<file path="config.mk">
export PLATFORM = sky130hd
export DESIGN_NAME = motion_profile_generator
export DESIGN_NICKNAME = d
export VERILOG_FILES = /design/src/hw/rtl/mpg_pkg.sv /design/src/hw/rtl/mpg_arith.sv /design/src/hw/rtl/motion_profile_generator.sv
export VERILOG_INCLUDE_DIRS = /design/src /design/src/hw/rtl
export SDC_FILE = /design/constraint.sdc
export NUM_CORES = 2
export LEC_CHECK = 0
export BUFFER_PORTS_ARGS = -buffer_cell sky130_fd_sc_hd__buf_2
export CELL_PAD_IN_SITES_DETAIL_PLACEMENT = 0
export CELL_PAD_IN_SITES_GLOBAL_PLACEMENT = 1
export CORE_MARGIN = 4
export CORE_UTILIZATION = 40
export DETAILED_ROUTE_END_ITERATION = 10
export PLACE_DENSITY_LB_ADDON = 0.12
export SLEW_MARGIN = 20
export SYNTH_ARGS = -nofsm -noshare
export SYNTH_HDL_FRONTEND = slang
export SYNTH_HIERARCHICAL = 1
export SYNTH_SLANG_ARGS = --single-unit
export TNS_END_PERCENT = 1
</file>
<file path="constraint.sdc">
create_clock -name clock -period 10.5 [get_ports clock]
set_input_delay 1.05 -clock clock [delete_from_list [all_inputs] [get_ports clock]]
set_output_delay 1.05 -clock clock [all_outputs]
set_load 0.1 [all_outputs]
</file>
<file path="src/hw/rtl/motion_profile_generator_defines.svh">
// Assertion macros shared by the motion profile generator RTL.
`ifndef MOTION_PROFILE_GENERATOR_DEFINES_SVH
`define MOTION_PROFILE_GENERATOR_DEFINES_SVH

// Same-cycle implication, sampled on clock and disabled in reset.
`define MPG_ASSERT_NOW(label, ante, cons, msg) \
   label: assert property (@(posedge clock) disable iff (reset) (ante) |-> (cons)) \
      else $error(msg);

// Next-cycle implication, sampled on clock and disabled in reset.
`define MPG_ASSERT_NEXT(label, ante, cons, msg) \
   label: assert property (@(posedge clock) disable iff (reset) (ante) |=> (cons)) \
      else $error(msg);

`endif

</file>
<file path="src/hw/rtl/mpg_pkg.sv">
// Types, codes and helpers shared by the motion profile generator.
package mpg_pkg;

   localparam int FRAC_BITS = 16;
   localparam int POS_EXTRA = 16;

   localparam logic [1:0] MODE_TICK   = 2'd0;
   localparam logic [1:0] MODE_TARGET = 2'd1;
   localparam logic [1:0] MODE_RESET  = 2'd2;

   localparam logic [1:0] PROF_DISABLED = 2'd0;
   localparam logic [1:0] PROF_TRAP     = 2'd1;

   localparam logic [2:0] CSR_PROFILE = 3'd0;
   localparam logic [2:0] CSR_RATE    = 3'd1;
   localparam logic [2:0] CSR_ACCEL   = 3'd2;
   localparam logic [2:0] CSR_JERK    = 3'd3;
   localparam logic [2:0] CSR_TOL     = 3'd4;
   localparam logic [2:0] CSR_PERIOD  = 3'd5;

   localparam logic [30:0] TOL_RESET     = 31'd66;
   localparam logic [30:0] TOL_DEFAULT   = 31'(((1 << FRAC_BITS) + 500) / 1000);
   localparam logic [31:0] PERIOD_RESET  = 32'd429497;
   localparam logic [31:0] HOLD_PERIOD   = 32'd4295;

   localparam logic [1:0] OP_MUL  = 2'd0;
   localparam logic [1:0] OP_DIV  = 2'd1;
   localparam logic [1:0] OP_SQRT = 2'd2;

   typedef struct packed {
      logic [1:0]         mode;
      logic signed [31:0] value;
   } req_type;

   typedef struct packed {
      logic signed [31:0] position;
      logic signed [31:0] velocity;
      logic signed [31:0] acceleration;
      logic               busy_res;
   } rsp_type;

   typedef struct packed {
      logic       go;
      logic [1:0] op;
   } arith_req_type;

   function automatic logic signed [31:0] sat32(input logic signed [33:0] x);
      logic signed [31:0] r;
      if (!x[33] && x[32:31] != 2'b00) begin
         r = 32'sh7FFFFFFF;
      end else if (x[33] && x[32:31] != 2'b11) begin
         r = 32'sh80000000;
      end else begin
         r = x[31:0];
      end
      return r;
   endfunction

endpackage

</file>
<file path="src/hw/rtl/mpg_arith.sv">
// Shared serial unit: shift-add multiply, restoring divide and square root.
module mpg_arith import mpg_pkg::*; (
   input  logic          clock,
   input  logic          reset,
   input  arith_req_type req,
   input  logic [64:0]   opa,
   input  logic [31:0]   opb,
   output logic          done,
   output logic [64:0]   result
);

   logic        busy_ff, busy_in;
   logic        done_ff, done_in;
   logic [1:0]  op_ff, op_in;
   logic [5:0]  count_ff, count_in;
   logic [65:0] acc_ff, acc_in;
   logic [36:0] part_ff, part_in;
   logic [32:0] root_ff, root_in;
   logic [32:0] opd_ff, opd_in;

   logic [36:0] add_x, add_y;
   logic        add_sub;
   logic [37:0] add_sum;
   logic        ge;

   // one adder serves every operation
   always_comb begin
      add_x   = '0;
      add_y   = '0;
      add_sub = 1'b0;
      case (op_ff)
         OP_MUL: begin
            add_x = {4'b0, acc_ff[64:32]};
            add_y = acc_ff[0] ? {4'b0, opd_ff} : 37'd0;
         end
         OP_DIV: begin
            add_x   = {4'b0, part_ff[31:0], 1'b0};
            add_y   = {4'b0, opd_ff};
            add_sub = 1'b1;
         end
         OP_SQRT: begin
            add_x   = {part_ff[34:0], acc_ff[65:64]};
            add_y   = {2'b0, root_ff, 2'b01};
            add_sub = 1'b1;
         end
         default: begin
            add_x = '0;
         end
      endcase
      add_sum = {1'b0, add_x} + {1'b0, (add_sub ? ~add_y : add_y)} + {37'd0, add_sub};
      ge      = add_sum[37];
   end

   always_comb begin
      busy_in  = busy_ff;
      done_in  = 1'b0;
      op_in    = op_ff;
      count_in = count_ff;
      acc_in   = acc_ff;
      part_in  = part_ff;
      root_in  = root_ff;
      opd_in   = opd_ff;
      if (req.go && !busy_ff) begin
         busy_in = 1'b1;
         op_in   = req.op;
         root_in = '0;
         case (req.op)
            OP_MUL: begin
               acc_in   = {33'd0, opb};
               opd_in   = opa[32:0];
               count_in = 6'd31;
            end
            OP_DIV: begin
               part_in  = {5'b0, opa[30:0], 1'b0};
               opd_in   = {1'b0, opb};
               count_in = 6'd30;
            end
            default: begin
               acc_in   = {1'b0, opa};
               part_in  = '0;
               count_in = 6'd32;
            end
         endcase
      end else if (busy_ff) begin
         case (op_ff)
            OP_MUL: begin
               acc_in = {1'b0, add_sum[33:0], acc_ff[31:1]};
            end
            OP_DIV: begin
               part_in = ge ? {4'b0, add_sum[32:0]} : {4'b0, part_ff[31:0], 1'b0};
               root_in = {root_ff[31:0], ge};
            end
            default: begin
               part_in = ge ? add_sum[36:0] : add_x;
               root_in = {root_ff[31:0], ge};
               acc_in  = {acc_ff[63:0], 2'b00};
            end
         endcase
         count_in = count_ff - 6'd1;
         if (count_ff == 6'd0) begin
            busy_in = 1'b0;
            done_in = 1'b1;
         end
      end
   end

   always_ff @(posedge clock) begin
      if (reset) begin
         busy_ff <= 1'b0;
         done_ff <= 1'b0;
      end else begin
         busy_ff <= busy_in;
         done_ff <= done_in;
      end
      op_ff    <= op_in;
      count_ff <= count_in;
      acc_ff   <= acc_in;
      part_ff  <= part_in;
      root_ff  <= root_in;
      opd_ff   <= opd_in;
   end

   always_comb begin
      case (op_ff)
         OP_MUL:  result = acc_ff[64:0];
         OP_DIV:  result = {34'd0, root_ff[30:0]};
         default: result = {32'd0, root_ff};
      endcase
   end

   assign done = done_ff;

endmodule

</file>
<file path="src/hw/rtl/motion_profile_generator.sv">
// Motion profile generator: trajectory planner top level with sequencer and state.
//
// Input words on req_ (mode, value): tick, set target, or reset position to value.
// Each input word yields exactly one rsp_ word: held position, velocity,
// acceleration and the busy flag. Configuration words on csr_ (index, data)
// are always taken and must only arrive while the block is idle.
// Set target, reset, ignored, disabled and held-period ticks go from decode
// to the emit step, which raises rsp_valid once the output register is free.
// A planning tick runs through one shared serial unit (32-step multiply,
// 31-step divide, 33-step square root); each operation holds the sequencer
// until the unit is done. A trapezoid tick uses four multiplies, and a root
// when braking; an s-curve tick uses up to six multiplies, one root, one divide.
// One word is in work at a time; req_ready is high only while the sequencer
// idles, so the next word can be taken in the cycle rsp_valid rises. The result
// sits in an output register: a new word can be taken while it waits, and the
// sequencer holds its final step until rsp_ready frees it.
// Reset clears the plan to zero and loads register defaults (tolerance 66,
// period 429497); no word is pending afterwards.
module motion_profile_generator import mpg_pkg::*; (
   input  logic        clock,
   input  logic        reset,
   input  logic        req_valid,
   output logic        req_ready,
   input  req_type     req_data,
   output logic        rsp_valid,
   input  logic        rsp_ready,
   output rsp_type     rsp_data,
   input  logic        csr_valid,
   output logic        csr_ready,
   input  logic [2:0]  csr_index,
   input  logic [31:0] csr_data
);

`include "motion_profile_generator_defines.svh"

   localparam logic [3:0] S_IDLE   = 4'd0;
   localparam logic [3:0] S_DECODE = 4'd1;
   localparam logic [3:0] S_MDD    = 4'd2;
   localparam logic [3:0] S_MRR    = 4'd3;
   localparam logic [3:0] S_SQRT   = 4'd4;
   localparam logic [3:0] S_TGT    = 4'd5;
   localparam logic [3:0] S_MADT   = 4'd6;
   localparam logic [3:0] S_TRAP   = 4'd7;
   localparam logic [3:0] S_SCURVE = 4'd8;
   localparam logic [3:0] S_DIV    = 4'd9;
   localparam logic [3:0] S_MJDT   = 4'd10;
   localparam logic [3:0] S_JERK   = 4'd11;
   localparam logic [3:0] S_MADV   = 4'd12;
   localparam logic [3:0] S_MRDT   = 4'd13;
   localparam logic [3:0] S_POS    = 4'd14;
   localparam logic [3:0] S_EMIT   = 4'd15;

   logic [3:0]  state_ff, state_in;
   logic        launched_ff, launched_in;
   logic        rsp_valid_ff, rsp_valid_in;
   rsp_type     rsp_data_ff, rsp_data_in;

   logic [1:0]  profile_ff;
   logic [30:0] rate_lim_ff, accel_lim_ff, jerk_lim_ff, tol_ff;
   logic [31:0] period_ff;

   logic signed [31:0] goal_ff, goal_in;
   logic signed [47:0] pos_ff, pos_in;
   logic signed [31:0] rate_ff, rate_in;
   logic signed [31:0] accel_ff, accel_in;
   logic               moving_ff, moving_in;
   logic signed [31:0] hpos_ff, hpos_in, hrate_ff, hrate_in, haccel_ff, haccel_in;

   logic [1:0]         mode_ff, mode_in;
   logic signed [31:0] value_ff, value_in;
   logic [48:0]        dext_ff, dext_in;
   logic               dpos_ff, dpos_in, dneg_ff, dneg_in;
   logic [64:0]        p1_ff, p1_in;
   logic [30:0]        lim_ff, lim_in;
   logic signed [32:0] rerr_ff, rerr_in;
   logic [62:0]        adt_ff, adt_in;
   logic [30:0]        tm_ff, tm_in;
   logic [30:0]        step_ff, step_in;
   logic [46:0]        dmag_ff, dmag_in;

   arith_req_type arith_req;
   logic [64:0]   arith_opa, arith_result;
   logic [31:0]   arith_opb;
   logic          arith_done, arith_state;

   logic signed [31:0] goal_src;
   logic signed [47:0] goal_ext;
   logic signed [48:0] diff;
   logic [48:0]        dext_c, tol_ext;
   logic [30:0]        tol;
   logic [31:0]        rate_mag, accel_mag;
   logic [32:0]        em;

   logic signed [31:0] lim_s, trate, td;
   logic signed [32:0] step_s, clip, derr, dvs;
   logic signed [48:0] ds, pos_sum;
   logic signed [47:0] pos_new;

   mpg_arith u_arith (
      .clock  (clock),
      .reset  (reset),
      .req    (arith_req),
      .opa    (arith_opa),
      .opb    (arith_opb),
      .done   (arith_done),
      .result (arith_result)
   );

   assign req_ready = (state_ff == S_IDLE);
   assign csr_ready = 1'b1;
   assign rsp_valid = rsp_valid_ff;
   assign rsp_data  = rsp_data_ff;

   always_comb begin
      goal_src  = (mode_ff == MODE_TICK) ? goal_ff : value_ff;
      goal_ext  = {goal_src, 16'd0};
      diff      = {goal_ext[47], goal_ext} - {pos_ff[47], pos_ff};
      dext_c    = diff[48] ? 49'(-diff) : 49'(diff);
      tol       = (tol_ff == 31'd0) ? TOL_DEFAULT : tol_ff;
      tol_ext   = {2'b0, tol, 16'd0};
      rate_mag  = rate_ff[31] ? 32'(-rate_ff) : 32'(rate_ff);
      accel_mag = accel_ff[31] ? 32'(-accel_ff) : 32'(accel_ff);
      em        = rerr_ff[32] ? 33'(-rerr_ff) : 33'(rerr_ff);
   end

   // operand select for the shared unit
   always_comb begin
      arith_state   = (state_ff inside {S_MDD, S_MRR, S_SQRT, S_MADT, S_DIV, S_MJDT,
                                        S_MADV, S_MRDT});
      arith_req.go  = arith_state && !launched_ff;
      arith_req.op  = OP_MUL;
      arith_opa     = '0;
      arith_opb     = period_ff;
      case (state_ff)
         S_MDD: begin
            arith_opa = {32'd0, dext_ff[48:16]};
            arith_opb = {accel_lim_ff, 1'b0};
         end
         S_MRR: begin
            arith_opa = {33'd0, rate_mag};
            arith_opb = rate_mag;
         end
         S_SQRT: begin
            arith_req.op = OP_SQRT;
            arith_opa    = p1_ff;
         end
         S_MADT:  arith_opa = {34'd0, accel_lim_ff};
         S_DIV: begin
            arith_req.op = OP_DIV;
            arith_opa    = {34'd0, em[30:0]};
         end
         S_MJDT:  arith_opa = {34'd0, jerk_lim_ff};
         S_MADV:  arith_opa = {33'd0, accel_mag};
         S_MRDT:  arith_opa = {33'd0, rate_mag};
         default: arith_opa = '0;
      endcase
   end

   always_comb begin
      state_in     = state_ff;
      launched_in  = launched_ff;
      rsp_valid_in = rsp_valid_ff && !rsp_ready;
      rsp_data_in  = rsp_data_ff;
      goal_in      = goal_ff;
      pos_in       = pos_ff;
      rate_in      = rate_ff;
      accel_in     = accel_ff;
      moving_in    = moving_ff;
      hpos_in      = hpos_ff;
      hrate_in     = hrate_ff;
      haccel_in    = haccel_ff;
      mode_in      = mode_ff;
      value_in     = value_ff;
      dext_in      = dext_ff;
      dpos_in      = dpos_ff;
      dneg_in      = dneg_ff;
      p1_in        = p1_ff;
      lim_in       = lim_ff;
      rerr_in      = rerr_ff;
      adt_in       = adt_ff;
      tm_in        = tm_ff;
      step_in      = step_ff;
      dmag_in      = dmag_ff;

      lim_s   = {1'b0, lim_ff};
      trate   = dpos_ff ? lim_s : (dneg_ff ? -lim_s : 32'sd0);
      step_s  = {2'b0, step_ff};
      td      = rerr_ff[32] ? -$signed({1'b0, tm_ff}) : $signed({1'b0, tm_ff});
      derr    = {td[31], td} - {accel_ff[31], accel_ff};
      clip    = '0;
      dvs     = accel_ff[31] ? -$signed({2'b0, arith_result[62:32]})
                             : $signed({2'b0, arith_result[62:32]});
      ds      = rate_ff[31] ? -$signed({2'b0, dmag_ff}) : $signed({2'b0, dmag_ff});
      pos_sum = {pos_ff[47], pos_ff} + ds;
      if (pos_sum[48] != pos_sum[47]) begin
         pos_new = pos_sum[48] ? {1'b1, 47'd0} : {1'b0, {47{1'b1}}};
      end else begin
         pos_new = pos_sum[47:0];
      end

      if (arith_req.go) begin
         launched_in = 1'b1;
      end
      if (arith_done) begin
         launched_in = 1'b0;
      end

      case (state_ff)
         S_IDLE: begin
            if (req_valid) begin
               mode_in  = req_data.mode;
               value_in = req_data.value;
               state_in = S_DECODE;
            end
         end
         S_DECODE: begin
            state_in = S_EMIT;
            case (mode_ff)
               MODE_TICK: begin
                  if (profile_ff == PROF_DISABLED) begin
                     hpos_in   = goal_ff;
                     hrate_in  = '0;
                     haccel_in = '0;
                     moving_in = 1'b0;
                  end else if (period_ff > HOLD_PERIOD) begin
                     dext_in  = dext_c;
                     dpos_in  = !diff[48] && (diff != 49'sd0);
                     dneg_in  = diff[48];
                     state_in = S_MDD;
                  end
               end
               MODE_TARGET: begin
                  goal_in   = value_ff;
                  moving_in = dext_c > tol_ext;
               end
               MODE_RESET: begin
                  goal_in   = value_ff;
                  pos_in    = {value_ff, 16'd0};
                  rate_in   = '0;
                  accel_in  = '0;
                  moving_in = 1'b0;
               end
               default: begin
                  moving_in = moving_ff;
               end
            endcase
         end
         S_MDD: begin
            if (arith_done) begin
               p1_in    = arith_result;
               state_in = S_MRR;
            end
         end
         S_MRR: begin
            if (arith_done) begin
               // brake once the stop distance reaches the remaining distance
               if ((accel_lim_ff != 31'd0) ? (p1_ff <= arith_result)
                                           : (dext_ff[48:16] == 33'd0)) begin
                  state_in = S_SQRT;
               end else begin
                  lim_in   = rate_lim_ff;
                  state_in = S_TGT;
               end
            end
         end
         S_SQRT: begin
            if (arith_done) begin
               lim_in   = (arith_result[32:31] != 2'b00) ? {31{1'b1}} : arith_result[30:0];
               state_in = S_TGT;
            end
         end
         S_TGT: begin
            rerr_in  = {trate[31], trate} - {rate_ff[31], rate_ff};
            state_in = S_MADT;
         end
         S_MADT: begin
            if (arith_done) begin
               adt_in   = arith_result[62:0];
               state_in = (profile_ff == PROF_TRAP) ? S_TRAP : S_SCURVE;
            end
         end
         S_TRAP: begin
            step_s = {2'b0, adt_ff[62:32]};
            if (rerr_ff > step_s) begin
               clip = step_s;
            end else if (rerr_ff < -step_s) begin
               clip = -step_s;
            end else begin
               clip = rerr_ff;
            end
            rate_in  = sat32({clip[32], clip} + {{2{rate_ff[31]}}, rate_ff});
            accel_in = '0;
            state_in = S_MRDT;
         end
         S_SCURVE: begin
            if (em[32:31] != 2'b00 || {em[30:0], 32'd0} >= adt_ff) begin
               tm_in    = accel_lim_ff;
               state_in = S_MJDT;
            end else begin
               state_in = S_DIV;
            end
         end
         S_DIV: begin
            if (arith_done) begin
               tm_in    = arith_result[30:0];
               state_in = S_MJDT;
            end
         end
         S_MJDT: begin
            if (arith_done) begin
               step_in  = arith_result[62:32];
               state_in = S_JERK;
            end
         end
         S_JERK: begin
            if (derr > step_s) begin
               clip = step_s;
            end else if (derr < -step_s) begin
               clip = -step_s;
            end else begin
               clip = derr;
            end
            accel_in = sat32({clip[32], clip} + {{2{accel_ff[31]}}, accel_ff});
            state_in = S_MADV;
         end
         S_MADV: begin
            if (arith_done) begin
               rate_in  = sat32({dvs[32], dvs} + {{2{rate_ff[31]}}, rate_ff});
               state_in = S_MRDT;
            end
         end
         S_MRDT: begin
            if (arith_done) begin
               dmag_in  = arith_result[62:16];
               state_in = S_POS;
            end
         end
         S_POS: begin
            hpos_in   = pos_new[47:16];
            hrate_in  = rate_ff;
            haccel_in = accel_ff;
            // arrival uses the distance from before this step; snap on arrival
            if (dext_ff <= tol_ext && rate_mag <= {1'b0, tol}) begin
               pos_in    = {goal_ff, 16'd0};
               rate_in   = '0;
               accel_in  = '0;
               moving_in = 1'b0;
            end else begin
               pos_in    = pos_new;
               moving_in = 1'b1;
            end
            state_in = S_EMIT;
         end
         S_EMIT: begin
            if (!rsp_valid_ff || rsp_ready) begin
               rsp_data_in.position     = hpos_ff;
               rsp_data_in.velocity     = hrate_ff;
               rsp_data_in.acceleration = haccel_ff;
               rsp_data_in.busy_res     = moving_ff;
               rsp_valid_in             = 1'b1;
               state_in                 = S_IDLE;
            end
         end
         default: begin
            state_in = S_IDLE;
         end
      endcase
   end

   always_ff @(posedge clock) begin
      if (reset) begin
         state_ff     <= S_IDLE;
         launched_ff  <= 1'b0;
         rsp_valid_ff <= 1'b0;
         profile_ff   <= PROF_DISABLED;
         rate_lim_ff  <= '0;
         accel_lim_ff <= '0;
         jerk_lim_ff  <= '0;
         tol_ff       <= TOL_RESET;
         period_ff    <= PERIOD_RESET;
         goal_ff      <= '0;
         pos_ff       <= '0;
         rate_ff      <= '0;
         accel_ff     <= '0;
         moving_ff    <= 1'b0;
         hpos_ff      <= '0;
         hrate_ff     <= '0;
         haccel_ff    <= '0;
      end else begin
         state_ff     <= state_in;
         launched_ff  <= launched_in;
         rsp_valid_ff <= rsp_valid_in;
         goal_ff      <= goal_in;
         pos_ff       <= pos_in;
         rate_ff      <= rate_in;
         accel_ff     <= accel_in;
         moving_ff    <= moving_in;
         hpos_ff      <= hpos_in;
         hrate_ff     <= hrate_in;
         haccel_ff    <= haccel_in;
         if (csr_valid) begin
            case (csr_index)
               CSR_PROFILE: profile_ff   <= csr_data[1:0];
               CSR_RATE:    rate_lim_ff  <= csr_data[30:0];
               CSR_ACCEL:   accel_lim_ff <= csr_data[30:0];
               CSR_JERK:    jerk_lim_ff  <= csr_data[30:0];
               CSR_TOL:     tol_ff       <= csr_data[30:0];
               CSR_PERIOD:  period_ff    <= csr_data;
               default:     period_ff    <= period_ff;
            endcase
         end
      end
   end

   always_ff @(posedge clock) begin
      rsp_data_ff <= rsp_data_in;
      mode_ff     <= mode_in;
      value_ff    <= value_in;
      dext_ff     <= dext_in;
      dpos_ff     <= dpos_in;
      dneg_ff     <= dneg_in;
      p1_ff       <= p1_in;
      lim_ff      <= lim_in;
      rerr_ff     <= rerr_in;
      adt_ff      <= adt_in;
      tm_ff       <= tm_in;
      step_ff     <= step_in;
      dmag_ff     <= dmag_in;
   end

   `MPG_ASSERT_NEXT(a_accept_decodes, req_valid && req_ready, state_ff == S_DECODE,
      "accepted word did not reach decode")
   `MPG_ASSERT_NOW(a_done_while_launched, arith_done, launched_ff && arith_state,
      "shared unit finished outside a waiting step")
   `MPG_ASSERT_NEXT(a_reset_mode_clears, state_ff == S_DECODE && mode_ff == MODE_RESET,
      rate_ff == 32'sd0 && accel_ff == 32'sd0 && !moving_ff && pos_ff[15:0] == 16'd0,
      "reset to value left motion state")
   `MPG_ASSERT_NOW(a_rsp_from_emit, $rose(rsp_valid_ff), $past(state_ff) == S_EMIT,
      "result word raised outside the emit step")

endmodule

</file>
# After elaboration in Yosys (flattened, before gate mapping)
# Index checks and enable logic that the tools add are counted.
[op_classes]
n_eq_ne = 52
n_addsub = 20
n_bitwise = 4
n_reduce_logical = 76
n_mux = 99
n_lt_le_gt_ge = 10
[op_table]
columns = ["op", "n"]
rows = [
  ["32-bit two-way mux", 19],
  ["65-bit case mux with 7 select lines", 1],
  ["33-bit two-way mux", 10],
  ["66-bit case mux with 2 select lines", 2],
  ["32-bit case mux with 2 select lines", 4],
  ["32-bit case mux with 4 select lines", 2],
  ["37-bit case mux with 3 select lines", 2],
  ["31-bit two-way mux", 7],
  ["48-bit two-way mux", 4],
  ["35-bit case mux with 2 select lines", 2],
  ["66-bit two-way mux", 2],
  ["65-bit case mux with 2 select lines", 1],
  ["31-bit case mux with 2 select lines", 2],
  ["35-bit two-way mux", 3],
  ["33-bit by 32-bit adder with 34-bit output", 3],
  ["31-bit negator with 33-bit output", 3],
  ["49-bit two-way mux", 2],
  ["48-bit case mux with 2 select lines", 1],
  ["33-bit by 32-bit > comparator with 1-bit output", 2],
  ["33-bit less-than comparator", 2],
  ["33-bit case mux with 2 select lines", 1],
  ["32-bit by 32-bit subtractor with 33-bit output", 2],
  ["65-bit <= comparator", 1],
  ["31-bit negator with 32-bit output", 2],
  ["60 further kinds", 181],
]
[totals]
elab_cells = 302
regBits = 1065

# Depth between registers and ports, before layout
[depth]
word_depth = 13
ltp_mapped = 46
ltp_nobuf = 43

# Hierarchy
# The synthesis kept the hierarchy.
[by_module_without_submodules]
columns = ["mod", "seq_area_each_um2", "cells_each", "area_per_inst_um2", "n_inst"]
rows = [
  ["motion_profile_generator", 22611.7, 7365, 63901.3, 1],
  ["mpg_arith", 4964.8, 1394, 12597.1, 1],
]

# Worst setup path after synthesis
# OpenSTA, ideal clock, no wires.
[synth_path]
kind = "register -> register"
startpoint = "register tm_ff[3]"
endpoint = "register accel_ff[22]"
synth_period_minus_slack_ns = 10.053
setup_time_ns = 0.122
setup_slack_ns = 0.447
required_time_ns = 10.378
stages_incl_launch_ff = 45
arrival_time_ns = 9.931
path_cell_list = "edfxtp_1 -> nor4_1 -> nand3_1 -> or4_1 -> clkbuf_1 -> o41ai_1 -> xnor2_1 -> ha_1 -> a21o_1 -> a21o_1 -> a21oi_1 -> a21oi_1 -> or2_2 -> o211ai_1 -> nand2_1 -> a21o_1 -> a211oi_1 -> xnor2_1 -> [... 9 more ...] -> o22ai_1 -> clkbuf_1 -> a31oi_1 -> ha_1 -> fa_1 -> a21o_1 -> a21o_1 -> a2111oi_0 -> o21ai_0 -> nand4_1 -> a211oi_1 -> o41a_1 -> or4_1 -> a21o_1 -> o311ai_0 -> nor3_1 -> clkbuf_1 -> a221o_1"
[synth_via]
elab_chain_cells = 13
word_cells_on_any_way = 17
[synth_rtl]
columns = ["item", "line_no", "source"]
rows = [
  ["from (decl)", "motion_profile_generator.sv:77", "logic [30:0] tm_ff, tm_in;"],
  ["from (signal assigned)", "motion_profile_generator.sv:426", "tm_ff <= tm_in;"],
  ["31-bit negator with 32-bit output", "motion_profile_generator.sv:188", "td = rerr_ff[32] ? -$signed({1'b0, tm_ff}) : $signed({1'b0, tm_ff});"],
  ["32-bit two-way mux (*)", "motion_profile_generator.sv:188", ""],
  ["32-bit by 32-bit subtractor with 33-bit output (*)", "motion_profile_generator.sv:189", "derr = {td[31], td} - {accel_ff[31], accel_ff};"],
  ["33-bit less-than comparator", "motion_profile_generator.sv:318", "end else if (derr < -step_s) begin"],
  ["33-bit two-way mux", "motion_profile_generator.sv:318", ""],
  ["33-bit two-way mux (*)", "motion_profile_generator.sv:316", "if (derr > step_s) begin"],
  ["33-bit two-way mux (*)", "motion_profile_generator.sv:208", "case (state_ff)"],
  ["33-bit by 32-bit adder with 34-bit output (*)", "motion_profile_generator.sv:323", "accel_in = sat32({clip[32], clip} + {{2{accel_ff[31]}}, accel_ff});"],
  ["2-bit inequality test", "mpg_pkg.sv:51", "end else if (x[33] && x[32:31] != 2'b11) begin"],
  ["1-bit logical AND", "mpg_pkg.sv:51", ""],
  ["32-bit two-way mux", "mpg_pkg.sv:51", ""],
  ["32-bit two-way mux (*)", "mpg_pkg.sv:49", "if (!x[33] && x[32:31] != 2'b00) begin"],
  ["32-bit case mux with 4 select lines (*)", "motion_profile_generator.sv:208", ""],
  ["to (signal assigned)", "motion_profile_generator.sv:396", "accel_ff <= accel_in;"],
  ["to (decl)", "motion_profile_generator.sv:65", "logic signed [31:0] accel_ff, accel_in;"],
]
# Every way passes the cells marked *; elsewhere a longest branch is shown, timed or not. The select of a mux whose other input is x is not followed.
# A chain may end at the register's enable or synchronous reset.

# Worst setup path in the final report
[layout_path]
startpoint = "register tm_ff[9]"
endpoint = "register accel_ff[4]"
# The elaborated chain is that of the path after synthesis.

==> impl_metrics.py <==
metrics = {
    "worst_setup_path": {
        "critical_path_required_ps": 11170,
        "critical_path_class": "register to register",
        "cpMostUsedCell": "sky130_fd_sc_hd__a21o_1",
        "path_max_fanout": 31,
        "worst_ep_arrival_time_ps": 10880,
        "cp_slowest_cell": "sky130_fd_sc_hd__or4_1",
        "critical-path-max-stage-delay_ps": 490,
        "worstSetupEndpointType": "register",
        "launching_element_type_of_the_critical_path": "register",
    },
    "timing": {
        "period_share_pct": 97.2,
        "timing.clock.skew_ps": 49.7,
        "timing.max_slew.rel_slack_pct": 15.0,
        "max_slew.worst_pin.slew_ps": 1280,
        "final_layout_setup_total_negative_slack_ps": 0,
        "final-max-slew-violation-count": 0,
        "final_period_minus_worst_setup_slack_ps": 10210,
        "rsz0062_at_grt": "true",
        "maxClockFrequency_mhz": 97.9,
        "finalWorstSetupSlack_ps": 290,
        "worst_hold_slack_ps": 419,
        "finalHoldViolations": 0,
        "finalSetupViolations": 0,
    },
    "logic_synthesis": {
        "yosys.area_share.simple_pct": 17.1,
        "number_of_nets_produced_by_synthesis": 9453,
        "yosys_warnings": 6,
        "synth_mux_area_share_pct": 2.55,
        "synth.yosys.seq_area_share_pct": 36.0,
        "ys_async_sr_fraction_pct": 0,
        "syn-instance-count": 8759,
        "syn_area_per_cell_um2": 8.73,
        "post_synth_xor_area_fraction_pct": 6.41,
        "dominantRegCellSynth": "sky130_fd_sc_hd__edfxtp_1",
        "synth_compound_area_share_pct": 23.1,
        "adder_cell_fraction_of_synth_area_pct": 10.2,
        "synth_edf_count": 625,
        "netlist_area_um2": 76500,
        "synthDistinctLibCells": 101,
        "synth_top_family_by_area": "compound AO/OA/AOI/OAI gates",
        "ys_ff_latch": 1065,
    },
    "finish": {
        "postLayoutCellArea_um2": 85700,
        "drive_above_1_share_pct": 10.3,
        "final_net_count": 9558,
        "synthToLayoutAreaGrowth_pct": 12.0,
        "number_of_fillers_in_the_final_layout": 18625,
    },
    "placement": {
        "detailedPlacementHpwl_um": 271000,
        "dp_worst_setup_slack_ps": 73.5,
        "place.gp.congestion": 0.983,
        "place.port_buffers": 172,
        "cell_area_reported_after_detailed_placement_um2": 81200,
    },
    "run_status": {
        "outcome": "finished, final reports clean",
    },
    "cts": {
        "cts_sinks": 1065,
        "clk_transition_reported_paths_ps": 60,
        "clock_path_buffers": 3,
        "cts_root_buffer": "sky130_fd_sc_hd__clkbuf_16",
        "clk_latency_ps": 830,
        "cts_tree": "done",
        "numCtsBuffers": 132,
        "h-tree-depth": 4,
        "cts_stage_hold_buffer_count": 0,
    },
    "grt": {
        "initial_antenna_violation_count": 28,
        "grt_start_max_net_pins": 121,
        "grt_usage_pct": 33.9,
        "grt_pass1_wl_um": 491000,
        "vias_in_the_first_global_route": 66341,
        "global_route.overflow_total": 0,
    },
    "run": {
        "max_cap_violations": 0,
    },
    "route": {
        "vias_per_cell": 6.29,
        "routed_wl_um": 349000,
        "drt_pass1_iterations": 7,
        "remaining_drc_errors": 0,
        "detail_route.wl_per_cell_um": 30.3,
        "route.antenna.remaining_nets": 0,
        "vias": 72280,
        "dr.first_iter.drc_count": 8403,
    },
    "pwr": {
        "vdd_drop_max_v": 0.000245,
        "powerDensity_nw_per_um2": 312,
        "static-leakage-power_uw": 0.0332,
    },
    "floorplan": {
        "design.portCount": 174,
        "die_h_um": 445,
        "die_width_um": 445,
        "fp.dieArea_um2": 198000,
        "starting_density_pct": 40.2,
        "fp-row-count": 160,
        "core_region_area_um2": 190000,
    },
    "hold_path": {
        "min-delay-path-class": "input pin to register",
    },
}
-- synthesized netlist by cell type (94+ instances only) --
library cell	instances	share of area, %
sky130_fd_sc_hd__nand2_1	1108	5.4
sky130_fd_sc_hd__a21oi_1	758	5.0
sky130_fd_sc_hd__edfxtp_1	625	25
sky130_fd_sc_hd__ha_1	613	10
sky130_fd_sc_hd__xnor2_1	461	5.3
sky130_fd_sc_hd__inv_1	442	2.2
sky130_fd_sc_hd__o21ai_0	441	2.9
sky130_fd_sc_hd__dfxtp_1	440	12
sky130_fd_sc_hd__nor2_1	404	2.0
sky130_fd_sc_hd__clkbuf_1	398	2.0
sky130_fd_sc_hd__a21o_1	279	2.7
sky130_fd_sc_hd__nand3_1	219	1.4
sky130_fd_sc_hd__nor3_1	177	1.2
sky130_fd_sc_hd__a22oi_1	157	1.5
sky130_fd_sc_hd__a31oi_1	148	1.2
sky130_fd_sc_hd__nand4_1	135	1.1
sky130_fd_sc_hd__o31ai_1	111	1.1
sky130_fd_sc_hd__nand2b_1	107	0.88
sky130_fd_sc_hd__mux2_2	105	1.5
sky130_fd_sc_hd__nor2b_1	103	0.84
sky130_fd_sc_hd__xor2_1	99	1.1
sky130_fd_sc_hd__a211oi_1	94	0.92
-- per-layer routing --
metal,global-route usage [%],vias up,routed length [um]
met1,48.9,35455,155000
met2,48.9,3529,144000
met3,7.76,560,34600
li1,-,32728,-
met5,0,-,54
met4,13.1,8,14800
-- worst paths after layout --
check                           slack (ps)  depth (start not counted)                        to                       start
worst max-delay path                   290                         44  accel_ff[4]$_SDFFE_PP0P_          tm_ff[9]$_DFFE_PP_
worst max register to register         290                         44  accel_ff[4]$_SDFFE_PP0P_          tm_ff[9]$_DFFE_PP_
worst min-delay path                   420                          1    value_ff[24]$_DFFE_PP_                req_data[24]
worst min register to register         430                          0    rsp_data[28]$_DFFE_PP_  haccel_ff[27]$_SDFFE_PP0P_
-- cell usage in the layout, fill, tap and decap left out, drive strengths merged, types with 176 or more instances in the layout --
cell type,n
inv,449
xnor2,461
a21oi,758
nor3,179
o21ai,458
nor2,406
buf,446
a21o,279
ha,613
nand3,219
edfxtp,625
dfxtp,440
nand2,1108
clkbuf,176
-- stage by stage --
stage                     utilization (%)  cells  total power [uW]
after floorplan                         -   8759             15800
after global placement               42.6  11236             21400
after detailed placement             42.7  11239             21500
after CTS                            45.0  11481             26300
after global routing                 45.0  11484             28100
final                                45.1  11498             26700
-- critical path, delay by kind of cell, from the launching register on --
family	cells	cell delay, ps
xor+xnor	2	380
flops	1	420
simple gates	10	2490
fa+ha+maj	3	950
buf+inv	3	550
compound gates	26	5280
-- where the power goes --
| group | internal (uW) | switching (uW) |
|---|---|---|
| sequential | 5460 | 474 |
| clock | 2670 | 2030 |
| combinational | 5280 | 10800 |
| total | 13400 | 13300 |
-- final cells by class --
type	instances	area (um2)	area share (%)
tap	2511	3140	3.67
clock buffer	176	3720	4.34
timing repair buffer	446	3000	3.50
multi-input combinational	6773	45900	53.5
inverter	446	1680	1.96
sequential	1065	27600	32.2
antenna	15	37.5	0.0438
clock inverter	66	677	0.790
-- repair_timing --
item,CTS,global route
pin swaps,0,1
setup endpoints to repair,4,56
gates cloned,0,0
gates resized for setup,1,14
setup buffers,0,2
-- registers in the layout, indices dropped and copies added (netlist names), 33 cells and up --
signal           cells
rsp_data            97
rerr_ff             33
p1_ff               65
dext_ff             49
u_arith/acc_ff      66
u_arith/part_ff     35
dmag_ff             47
adt_ff              63
u_arith/opd_ff      33
pos_ff              48
u_arith/root_ff     33
-- cells by family (layout without fill, tap and decap cells) --
logic type / after synthesis / after routing
muxes: 182 / 182
AOI/OAI and AO/OA: 2679 / 2679
xor gates and xnor gates: 560 / 560
DFF: 1065 / 1065
adders and majority gates: 621 / 621
other: 1 / 16
buffers and inverters: 921 / 1134
and+or+nand+nor: 2730 / 2730
Note: power is estimated with default switching activity, not from simulation.
